<file path="config.mk">
export PLATFORM = sky130hd
export DESIGN_NAME = stochastic_sodium_channel_step
export DESIGN_NICKNAME = d
export VERILOG_FILES = /design/src/rtl/core/ssc_pkg.sv /design/src/rtl/core/ssc_queue.sv /design/src/rtl/core/ssc_front.sv /design/src/rtl/core/ssc_back.sv /design/src/rtl/core/stochastic_sodium_channel_step.sv
export SDC_FILE = /design/constraint.sdc
export NUM_CORES = 2
export LEC_CHECK = 0
export ABC_CLOCK_PERIOD_IN_PS = 19780
export BUFFER_PORTS_ARGS = -buffer_cell sky130_fd_sc_hd__buf_2
export CORE_MARGIN = 5
export CORE_UTILIZATION = 50
export DETAILED_ROUTE_END_ITERATION = 6
export PLACE_DENSITY = 0.67
export SYNTH_ARGS = -nofsm -noshare
export SYNTH_HDL_FRONTEND = slang
export SYNTH_SLANG_ARGS = --single-unit
</file>
<file path="constraint.sdc">
create_clock -name clk -period 19.78 [get_ports clk]
set_input_delay 0.989 -clock clk [delete_from_list [all_inputs] [get_ports clk]]
set_output_delay 0.989 -clock clk [all_outputs]
set_load 0.02 [all_outputs]
</file>
<file path="src/rtl/core/ssc_pkg.sv">
// shared types, constants and rate helpers for the sodium channel population stepper
package ssc_pkg;

  localparam int DEF_MAX_CHANNELS = 4096;
  localparam int DEF_DRAW_BITS    = 16;
  localparam int NSTATES          = 8;
  localparam int PROB_W           = 16;
  localparam int RATE_IN_W        = 16;
  localparam int RATE_W           = 18;
  localparam int CFG_W            = 64;
  localparam int CFG_INDEX_W      = 3;
  localparam int QUEUE_DEPTH      = 4;
  localparam int TOTAL_RESET      = 4096;

  // gating states, m count in the low two bits, h gate in bit 2
  localparam logic [2:0] M0H0 = 3'd0;
  localparam logic [2:0] M1H0 = 3'd1;
  localparam logic [2:0] M2H0 = 3'd2;
  localparam logic [2:0] M3H0 = 3'd3;
  localparam logic [2:0] M0H1 = 3'd4;
  localparam logic [2:0] M1H1 = 3'd5;
  localparam logic [2:0] M2H1 = 3'd6;
  localparam logic [2:0] M3H1 = 3'd7;

  typedef enum logic [CFG_INDEX_W-1:0] {
    REG_ESC_H0,
    REG_ESC_H1,
    REG_RATE_M_OPEN,
    REG_RATE_H_OPEN,
    REG_RATE_M_CLOSE,
    REG_RATE_H_CLOSE,
    REG_CHANNEL_TOTAL
  } reg_index_t;

  typedef struct packed {
    logic [CFG_W-1:0]     esc_h0;
    logic [CFG_W-1:0]     esc_h1;
    logic [RATE_IN_W-1:0] am;
    logic [RATE_IN_W-1:0] ah;
    logic [RATE_IN_W-1:0] bm;
    logic [RATE_IN_W-1:0] bh;
  } cfg_t;

  typedef struct packed {
    logic [RATE_W-1:0] gamma;
    logic [RATE_W-1:0] p1;
    logic [RATE_W-1:0] p2;
  } sums_t;

  // one classified trial on its way to the count update
  typedef struct packed {
    logic       move;
    logic [2:0] src;
    logic [2:0] dst;
    logic       last;
  } op_t;

  function automatic logic [RATE_W-1:0] times3(logic [1:0] k, logic [RATE_IN_W-1:0] v);
    logic [RATE_W-1:0] x;
    x = RATE_W'(v);
    case (k)
      2'd0:    times3 = '0;
      2'd1:    times3 = x;
      2'd2:    times3 = x << 1;
      default: times3 = x + (x << 1);
    endcase
  endfunction

  // total rate and the two partial sums for a source state
  function automatic sums_t rate_sums(logic [2:0] s, cfg_t c);
    logic [1:0]        mk;
    logic [RATE_W-1:0] hx;
    logic [RATE_W-1:0] am_part;
    logic [RATE_W-1:0] bm_part;
    sums_t             r;
    mk      = s[1:0];
    hx      = s[2] ? RATE_W'(c.bh) : RATE_W'(c.ah);
    am_part = times3(2'd3 - mk, c.am);
    bm_part = times3(mk, c.bm);
    r.gamma = am_part + hx + bm_part;
    r.p1    = (mk == 2'd3) ? hx : am_part;
    r.p2    = (mk == 2'd3) ? r.gamma : am_part + hx;
    return r;
  endfunction

  // destinations: [0] first branch, [1] second branch, [2] otherwise
  function automatic logic [2:0][2:0] dest_of(logic [2:0] s);
    unique case (s)
      M0H0: dest_of = {M0H1, M0H1, M1H0};
      M1H0: dest_of = {M0H0, M1H1, M2H0};
      M2H0: dest_of = {M1H0, M2H1, M3H0};
      M3H0: dest_of = {M2H0, M2H0, M3H1};
      M0H1: dest_of = {M0H0, M0H0, M1H1};
      M1H1: dest_of = {M0H1, M1H0, M2H1};
      M2H1: dest_of = {M1H1, M2H0, M3H1};
      M3H1: dest_of = {M2H1, M2H1, M3H0};
    endcase
  endfunction

endpackage

</file>
<file path="src/rtl/core/ssc_queue.sv">
// small fifo of classified trials between the front and the back
module ssc_queue #(
  parameter int DEPTH = ssc_pkg::QUEUE_DEPTH,
  localparam int AW   = (DEPTH > 1) ? $clog2(DEPTH) : 1,
  localparam int QCW  = $clog2(DEPTH + 1)
) (
  input  logic           clk,
  input  logic           rst,
  input  logic           wr,
  input  ssc_pkg::op_t   wdata,
  input  logic           rd,
  output ssc_pkg::op_t   rdata,
  output logic           not_empty,
  output logic [QCW-1:0] count
);
  import ssc_pkg::*;

  localparam logic [AW-1:0] LAST_SLOT = AW'(DEPTH - 1);

  op_t           mem [DEPTH];
  logic [AW-1:0] wr_ptr;
  logic [AW-1:0] rd_ptr;

  assign rdata     = mem[rd_ptr];
  assign not_empty = (count != '0);

  always_ff @(posedge clk) begin
    if (wr) begin
      mem[wr_ptr] <= wdata;
    end
  end

  always_ff @(posedge clk) begin
    if (rst) begin
      wr_ptr <= '0;
      rd_ptr <= '0;
      count  <= '0;
    end else begin
      if (wr) begin
        wr_ptr <= (wr_ptr == LAST_SLOT) ? '0 : wr_ptr + AW'(1);
      end
      if (rd) begin
        rd_ptr <= (rd_ptr == LAST_SLOT) ? '0 : rd_ptr + AW'(1);
      end
      count <= count + QCW'(wr) - QCW'(rd);
    end
  end

endmodule

</file>
<file path="src/rtl/core/ssc_front.sv">
// trial sequencer, escape test and branch selection pipeline
module ssc_front #(
  parameter int MAX_CHANNELS = ssc_pkg::DEF_MAX_CHANNELS,
  parameter int DRAW_BITS    = ssc_pkg::DEF_DRAW_BITS,
  parameter int QUEUE_DEPTH  = ssc_pkg::QUEUE_DEPTH,
  localparam int CW          = $clog2(MAX_CHANNELS + 1),
  localparam int QCW         = $clog2(QUEUE_DEPTH + 1)
) (
  input  logic                 clk,
  input  logic                 rst,
  input  logic                 push,
  input  logic [DRAW_BITS-1:0] trial_draw,
  input  logic [DRAW_BITS-1:0] branch_draw,
  output logic                 ready,
  input  ssc_pkg::cfg_t        cfg,
  input  logic                 seed_req,
  input  logic                 restart,
  input  logic [CW-1:0]        snapshot [ssc_pkg::NSTATES],
  input  logic [QCW-1:0]       q_count,
  output logic                 q_push,
  output ssc_pkg::op_t         q_data
);
  import ssc_pkg::*;

  localparam int EW = DRAW_BITS + PROB_W;
  localparam int PW = DRAW_BITS + RATE_W;

  logic [2:0]    cur;
  logic [CW-1:0] left;
  logic          waiting;
  logic          seed;

  logic          seek_go;
  logic          acc;
  logic [QCW:0]  occ;
  logic [3:0]    start;
  logic          hit;
  logic [2:0]    found;
  logic [CW-1:0] found_left;
  logic [CW-1:0] left_dec;
  logic          is_last;

  logic [CFG_W-1:0]  esc_word;
  logic [PROB_W-1:0] prob;
  logic              escape;

  logic                 v1;
  logic [2:0]           s1;
  logic                 esc1;
  logic [DRAW_BITS-1:0] br1;
  sums_t                sums1;
  logic                 last1;

  logic              v2;
  logic [2:0]        s2;
  logic              esc2;
  logic [PW-1:0]     prod2;
  logic [RATE_W-1:0] p1_2;
  logic [RATE_W-1:0] p2_2;
  logic              last2;

  logic [2:0][2:0] dests;
  logic [2:0]      dst;

  assign seek_go = seed | restart;
  assign occ     = {1'b0, q_count} + (QCW + 1)'(v1) + (QCW + 1)'(v2);
  assign ready   = !waiting && !seek_go && (occ < (QCW + 1)'(QUEUE_DEPTH));
  assign acc     = push && ready;

  // first nonempty population at or after start
  assign start = seek_go ? 4'd0 : {1'b0, cur} + 4'd1;

  always_comb begin
    hit   = 1'b0;
    found = '0;
    for (int k = NSTATES - 1; k >= 0; k--) begin
      if ((4'(k) >= start) && (snapshot[k] != '0)) begin
        hit   = 1'b1;
        found = 3'(k);
      end
    end
  end

  assign found_left = hit ? snapshot[found] : '0;
  assign left_dec   = (left == '0) ? '0 : left - CW'(1);
  assign is_last    = (left_dec == '0) && !hit;

  assign esc_word = cur[2] ? cfg.esc_h1 : cfg.esc_h0;
  assign prob     = esc_word[PROB_W * cur[1:0] +: PROB_W];
  assign escape   = (left != '0) &&
                    ({trial_draw, {PROB_W{1'b0}}} <= EW'({prob, {DRAW_BITS{1'b0}}}));

  always_ff @(posedge clk) begin
    if (rst) begin
      cur     <= '0;
      left    <= '0;
      waiting <= 1'b0;
      seed    <= 1'b1;
      v1      <= 1'b0;
      v2      <= 1'b0;
    end else begin
      if (seek_go) begin
        cur     <= hit ? found : '0;
        left    <= found_left;
        waiting <= 1'b0;
      end else if (acc) begin
        if (left_dec != '0) begin
          left <= left_dec;
        end else if (hit) begin
          cur  <= found;
          left <= found_left;
        end else begin
          left    <= '0;
          waiting <= 1'b1;
        end
      end
      // a refill asks for a fresh search on the next cycle
      seed <= seed_req;
      v1   <= acc;
      v2   <= v1;
    end
  end

  always_ff @(posedge clk) begin
    if (acc) begin
      s1    <= cur;
      esc1  <= escape;
      br1   <= branch_draw;
      sums1 <= rate_sums(cur, cfg);
      last1 <= is_last;
    end
    s2    <= s1;
    esc2  <= esc1;
    prod2 <= PW'(br1) * PW'(sums1.gamma);
    p1_2  <= sums1.p1;
    p2_2  <= sums1.p2;
    last2 <= last1;
  end

  assign dests = dest_of(s2);

  always_comb begin
    if (prod2 <= PW'({p1_2, {DRAW_BITS{1'b0}}})) begin
      dst = dests[0];
    end else if (prod2 <= PW'({p2_2, {DRAW_BITS{1'b0}}})) begin
      dst = dests[1];
    end else begin
      dst = dests[2];
    end
  end

  assign q_push      = v2;
  assign q_data.move = esc2;
  assign q_data.src  = s2;
  assign q_data.dst  = dst;
  assign q_data.last = last2;

endmodule

</file>
<file path="src/rtl/core/ssc_back.sv">
// population counters, sweep snapshot and result register
module ssc_back #(
  parameter int MAX_CHANNELS = ssc_pkg::DEF_MAX_CHANNELS,
  localparam int CW          = $clog2(MAX_CHANNELS + 1)
) (
  input  logic          clk,
  input  logic          rst,
  input  logic          fill_req,
  input  logic [CW-1:0] fill_value,
  input  logic          q_valid,
  input  ssc_pkg::op_t  q_head,
  output logic          q_pop,
  input  logic          pop,
  output logic          out_valid,
  output logic [CW-1:0] result [ssc_pkg::NSTATES],
  output logic [CW-1:0] snapshot [ssc_pkg::NSTATES],
  output logic          restart
);
  import ssc_pkg::*;

  localparam logic [CW-1:0] FILL_RESET =
    CW'((TOTAL_RESET > MAX_CHANNELS) ? MAX_CHANNELS : TOTAL_RESET);

  logic [CW-1:0] counts     [NSTATES];
  logic [CW-1:0] counts_upd [NSTATES];
  logic          mv;
  logic          finish;

  assign mv     = q_head.move && (counts[q_head.src] != '0);
  assign q_pop  = q_valid && (!q_head.last || !out_valid || pop);
  assign finish = q_pop && q_head.last;

  always_comb begin
    for (int k = 0; k < NSTATES; k++) begin
      counts_upd[k] = counts[k] - CW'(mv && (q_head.src == 3'(k)))
                                + CW'(mv && (q_head.dst == 3'(k)));
    end
  end

  always_ff @(posedge clk) begin
    if (rst) begin
      for (int k = 0; k < NSTATES; k++) begin
        counts[k]   <= (k == 0) ? FILL_RESET : '0;
        snapshot[k] <= (k == 0) ? FILL_RESET : '0;
      end
      out_valid <= 1'b0;
      restart   <= 1'b0;
    end else begin
      // sweep end raises the result and restarts the front next cycle
      restart   <= finish && !fill_req;
      out_valid <= (finish && !fill_req) || (out_valid && !pop);
      if (fill_req) begin
        for (int k = 0; k < NSTATES; k++) begin
          counts[k]   <= (k == 0) ? fill_value : '0;
          snapshot[k] <= (k == 0) ? fill_value : '0;
        end
      end else if (q_pop) begin
        counts <= counts_upd;
        if (q_head.last) begin
          snapshot <= counts_upd;
        end
      end
    end
  end

  always_ff @(posedge clk) begin
    if (finish) begin
      result <= counts_upd;
    end
  end

endmodule

</file>
<file path="src/rtl/core/stochastic_sodium_channel_step.sv">
// top level of the stochastic eight-state sodium channel population stepper
//
// keeps the number of channels in each of the eight m/h gating states and runs
// one channel trial per pushed request. each request carries trial_draw, tested
// against the escape probability of the channel's current state, and branch_draw,
// which picks the neighbour state by comparing branch_draw times the total rate
// against the partial rate sums. trials walk the sweep snapshot in state order,
// m0h0 first. after the last trial of a sweep the eight counts appear on the
// result side and the next sweep begins from the new counts. throughput is one
// request per clock inside a sweep while the queue has room; the front (escape
// test, multiply, branch compare) and the back (count update) are split by a
// four-entry queue. the next sweep's snapshot only exists once the back has
// retired the last trial, so full stays high after that trial until the back
// has retired it and restarted the front. full is also high after reset or a
// channel_total write while the first population is located. a result that is
// not popped holds the back at the next sweep end; the front keeps accepting
// until the queue fills. configuration writes belong in idle periods.
module stochastic_sodium_channel_step #(
  parameter int MAX_CHANNELS = ssc_pkg::DEF_MAX_CHANNELS,
  parameter int DRAW_BITS    = ssc_pkg::DEF_DRAW_BITS,
  localparam int CW          = $clog2(MAX_CHANNELS + 1)
) (
  input  logic                            clk,
  input  logic                            rst,
  // trial requests
  input  logic                            push,
  output logic                            full,
  input  logic [DRAW_BITS-1:0]            trial_draw,
  input  logic [DRAW_BITS-1:0]            branch_draw,
  // sweep results
  output logic                            empty,
  input  logic                            pop,
  output logic [CW-1:0]                   count_m0h0,
  output logic [CW-1:0]                   count_m1h0,
  output logic [CW-1:0]                   count_m2h0,
  output logic [CW-1:0]                   count_m3h0,
  output logic [CW-1:0]                   count_m0h1,
  output logic [CW-1:0]                   count_m1h1,
  output logic [CW-1:0]                   count_m2h1,
  output logic [CW-1:0]                   count_m3h1,
  // register writes
  input  logic                            cfg_write,
  input  logic [ssc_pkg::CFG_INDEX_W-1:0] cfg_index,
  input  logic [ssc_pkg::CFG_W-1:0]       cfg_data
);
  import ssc_pkg::*;

  localparam int QCW = $clog2(QUEUE_DEPTH + 1);
  localparam logic [CW-1:0] MAX_C = CW'(MAX_CHANNELS);

  cfg_t          cfg;
  logic          total_write;
  logic [CW-1:0] total_raw;
  logic [CW-1:0] total_clamped;

  logic           ready;
  logic           restart;
  logic [CW-1:0]  snapshot [NSTATES];
  logic [CW-1:0]  result   [NSTATES];
  logic           out_valid;

  logic           q_push;
  op_t            q_wdata;
  op_t            q_head;
  logic           q_pop;
  logic           q_valid;
  logic [QCW-1:0] q_count;

  // register file; channel_total lives only in the counters it refills
  always_ff @(posedge clk) begin
    if (rst) begin
      cfg <= '0;
    end else if (cfg_write) begin
      unique case (cfg_index)
        REG_ESC_H0:       cfg.esc_h0 <= cfg_data;
        REG_ESC_H1:       cfg.esc_h1 <= cfg_data;
        REG_RATE_M_OPEN:  cfg.am     <= cfg_data[RATE_IN_W-1:0];
        REG_RATE_H_OPEN:  cfg.ah     <= cfg_data[RATE_IN_W-1:0];
        REG_RATE_M_CLOSE: cfg.bm     <= cfg_data[RATE_IN_W-1:0];
        REG_RATE_H_CLOSE: cfg.bh     <= cfg_data[RATE_IN_W-1:0];
        default: ;
      endcase
    end
  end

  // the low CW bits of channel_total are saturated into 1..max and refill m0h0
  assign total_write   = cfg_write && (cfg_index == REG_CHANNEL_TOTAL);
  assign total_raw     = cfg_data[CW-1:0];
  assign total_clamped = (total_raw == '0)  ? CW'(1) :
                         (total_raw > MAX_C) ? MAX_C  : total_raw;

  assign full  = !ready;
  assign empty = !out_valid;

  ssc_front #(
    .MAX_CHANNELS (MAX_CHANNELS),
    .DRAW_BITS    (DRAW_BITS),
    .QUEUE_DEPTH  (QUEUE_DEPTH)
  ) u_front (
    .clk         (clk),
    .rst         (rst),
    .push        (push),
    .trial_draw  (trial_draw),
    .branch_draw (branch_draw),
    .ready       (ready),
    .cfg         (cfg),
    .seed_req    (total_write),
    .restart     (restart),
    .snapshot    (snapshot),
    .q_count     (q_count),
    .q_push      (q_push),
    .q_data      (q_wdata)
  );

  ssc_queue #(
    .DEPTH (QUEUE_DEPTH)
  ) u_queue (
    .clk       (clk),
    .rst       (rst),
    .wr        (q_push),
    .wdata     (q_wdata),
    .rd        (q_pop),
    .rdata     (q_head),
    .not_empty (q_valid),
    .count     (q_count)
  );

  ssc_back #(
    .MAX_CHANNELS (MAX_CHANNELS)
  ) u_back (
    .clk        (clk),
    .rst        (rst),
    .fill_req   (total_write),
    .fill_value (total_clamped),
    .q_valid    (q_valid),
    .q_head     (q_head),
    .q_pop      (q_pop),
    .pop        (pop),
    .out_valid  (out_valid),
    .result     (result),
    .snapshot   (snapshot),
    .restart    (restart)
  );

  assign count_m0h0 = result[M0H0];
  assign count_m1h0 = result[M1H0];
  assign count_m2h0 = result[M2H0];
  assign count_m3h0 = result[M3H0];
  assign count_m0h1 = result[M0H1];
  assign count_m1h1 = result[M1H1];
  assign count_m2h1 = result[M2H1];
  assign count_m3h1 = result[M3H1];

endmodule

</file>
==> results.sh <==
export IMPL_cts_tree="done"
export IMPL_setup_slack_ps=13120
export IMPL_cts_resized_gates=0
export IMPL_avgViaCountPerCell=5.573
export IMPL_relSlewSlack_pct=22.68
export IMPL_fin_skew_ps=21.88
export IMPL_fmax_mhz=150.2
export IMPL_hold_viol=0
export IMPL_drv_cap=0
export IMPL_core_region_area_sq_um=91520
export IMPL_clk_pin_slew_ps=60
export IMPL_critPathRequiredTime_ps=20320
export IMPL_grt_pass1_wl_um=191200
export IMPL_grt_max_degree=151
export IMPL_ctsHtreeMaxLevel=3
export IMPL_first_pass_iters=6
export IMPL_cts_sinks=725
export IMPL_drive_above_1_share_pct=9.688
export IMPL_initial_core_util_pct=50.25
export IMPL_gp_congestion=0.9092
export IMPL_regToRegEndpoint="u_front.prod2[30]"
export IMPL_antenna_found_initial=15
export IMPL_min_from="u_front.sums1[4]"
export IMPL_area_growth_pct=10.36
export IMPL_dieArea_sq_um=98140
export IMPL_synth_ff_type="dfxtp_1"
export IMPL_hold_path_endpoint="u_front.p2_2[4]"
export IMPL_drv_slew=0
export IMPL_via_count=35940
export IMPL_grt_pass1_vias=34976
export IMPL_drc=0
export IMPL_synth_edf_count=211
export IMPL_yosysWarnings=0
export IMPL_mostFrequentLayoutCells="nand2_1 (934), dfxtp_1 (512), inv_1 (497)"
export IMPL_numCtsBuffers=84
export IMPL_die_h_um=313.3
export IMPL_worstSkewPairLatency_ps=650
export IMPL_hold_path_class="register to register"
export IMPL_setup_tns_ps=0
export IMPL_yosysSeqAreaShare_pct=36.15
export IMPL_yosys_register_bits=725
export IMPL_async_flop_share_pct=0
export IMPL_worst_slew_pin_slew_ps=1156
export IMPL_hold_buffers=0
export IMPL_syn_area_sq_um=45990
export IMPL_worstSetupPathType="register to register"
export IMPL_wirelength_um=118800
export IMPL_worstReg2RegStart="u_front.br1[1]"
export IMPL_post_cts_buffers=0
export IMPL_io_buffers=209
export IMPL_min_path_cells=0
export IMPL_synth_cells=5105
export IMPL_wl_per_cell_um=18.42
export IMPL_arrival_ps=7200
export IMPL_cp_end_kind="register"
export IMPL_rr_worst_depth=21
export IMPL_rows=111
export IMPL_crit_fanout=18
export IMPL_start_kind="register"
export IMPL_layout_nets=5864
export IMPL_post_route_period_util_pct=33.66
export IMPL_dr_first_iter_drc_count=2758
export IMPL_final_common_cell="nand2_1"
export IMPL_grtUsageTotal_pct=23.89
export IMPL_die_w_um=313.3
export IMPL_place_hpwl_um=85940
export IMPL_syn_nets=5786
export IMPL_r2r_slack_ps=13120
export IMPL_io_pins=210
export IMPL_setup_violations=0
export IMPL_yosysUniqueCellTypes=102
export IMPL_clockRootBuffer="clkbuf_16"
export IMPL_gr_total_overflow=0
export IMPL_rsz0062_at_grt="no"
export IMPL_cts_buffer_depth=3
export IMPL_ant_nets=0
export IMPL_synth_area_per_cell_sq_um=9.008
export IMPL_run_status="finished clean"
export IMPL_fin_crit_ps=6659
export IMPL_place_ws_ps=13050
metal layers:
layer | track usage (%) | share of wire [%]
met5 | 0 | 0.047
met4 | 5.664 | 2.3
met3 | 5.031 | 6.6
met2 | 37.73 | 45
met1 | 33.93 | 46
layout make-up:
class                      instances  area (sq um)
timing repair buffer             232          1227
sequential                       725         16630
tap                             1186          1484
multi-input combinational       3636         26570
fill                            8227         40770
clock buffer                     117          2422
inverter                         504          1904
antenna                            9         22.52
clock inverter                    40         486.7
worst max-delay path by stage:
stage              startpoint           endpoint
2_1_floorplan  u_front.br1[7]  u_front.prod2[30]
3_5_place_dp   u_front.br1[7]  u_front.prod2[30]
5_1_grt        u_front.br1[7]  u_front.prod2[30]
4_1_cts        u_front.br1[7]  u_front.prod2[30]
6_report       u_front.br1[1]  u_front.prod2[30]
3_3_place_gp   u_front.br1[7]  u_front.prod2[30]
kinds of logic after synthesis:
kind of cell,after synthesis,synth area share [%]
and+or+nand+nor,1764,17.23
DFF,725,36.15
muxes,143,4.351
xor gates and xnor gates,167,3.211
buffers and inverters,744,6.198
AOI/OAI and AO/OA,985,13.32
adders and majority gates,577,19.54
metrics by stage:
step                util (%)  area (sq um)  std cells  hold slack (ps)
detailed placement     52.25         47820       6283            326.9
finish                 55.45         50750       6449            338.8
CTS                    55.43         50730       6440            337.2
global placement       52.25         47820       6283            323.7
floorplan                  -         45990       5105            323.3
global route           55.43         50730       6443            340.0
Yosys cell counts (7+ instances only):
master	count	area (sq um)
nand2_1	937	3517
dfxtp_1	514	10290
inv_1	498	1869
a21oi_1	482	2412
ha_1	342	4279
nor2_1	270	1013
fa_1	235	4705
edfxtp_1	211	6336
clkbuf_1	179	671.9
and2_1	155	969.7
xnor2_1	122	1069
o21ai_0	87	435.4
nand3_1	82	410.4
nor3_1	79	395.4
a21o_1	60	450.4
mux2i_1	57	570.6
a211oi_1	47	352.8
o21ai_1	46	230.2
xor2_1	44	385.4
mux4_2	41	923.4
nand4_1	40	250.2
nor4_1	40	250.2
mux2_2	39	439.2
buf_2	33	165.2
o21a_1	31	232.7
nor2b_1	29	181.4
or3_1	27	168.9
o211ai_1	26	195.2
a31oi_1	24	150.1
and3_1	24	150.1
nand2b_1	24	150.1
a221oi_1	23	201.4
buf_1	23	86.33
o21bai_1	20	150.1
a21boi_1	13	97.59
or4_1	12	90.09
a211o_1	11	96.34
a22oi_1	11	82.58
o31ai_1	10	75.07
o22a_1	9	78.83
a32oi_1	8	70.07
o2111ai_1	8	70.07
or2_1	7	43.79
or2_2	7	43.79
critical path, cell delays in order, from the launching register on:
cell and delay (ps):
edfxtp_1 790, nand2_1 180, fa_1 540, fa_1 510, fa_1 530, inv_1 60
fa_1 500, fa_1 500, inv_1 50, fa_1 480, inv_1 40, ha_1 330
a21o_1 180, a21o_1 170, a21o_1 200, nor4_2 250, nor3_4 130, a311oi_2 450
o21ai_4 130, a31oi_4 240, nor4bb_1 80, a211o_1 220
sequential cells by signal (all words and copies together), names as in the netlist, 18 cells and up, named ones only:
| register | cells |
|---|---|
| cfg | 192 |
| u_back.counts | 104 |
| u_back.result | 104 |
| u_back.snapshot | 104 |
| u_front.sums1 | 54 |
| u_front.prod2 | 34 |
| u_queue.mem | 32 |
| u_front.p1_2 | 18 |
| u_front.p2_2 | 18 |
Power is left out: the tool's default activity adds up to more than one toggle a clock period on the data nets, which glitch-free logic cannot reach.
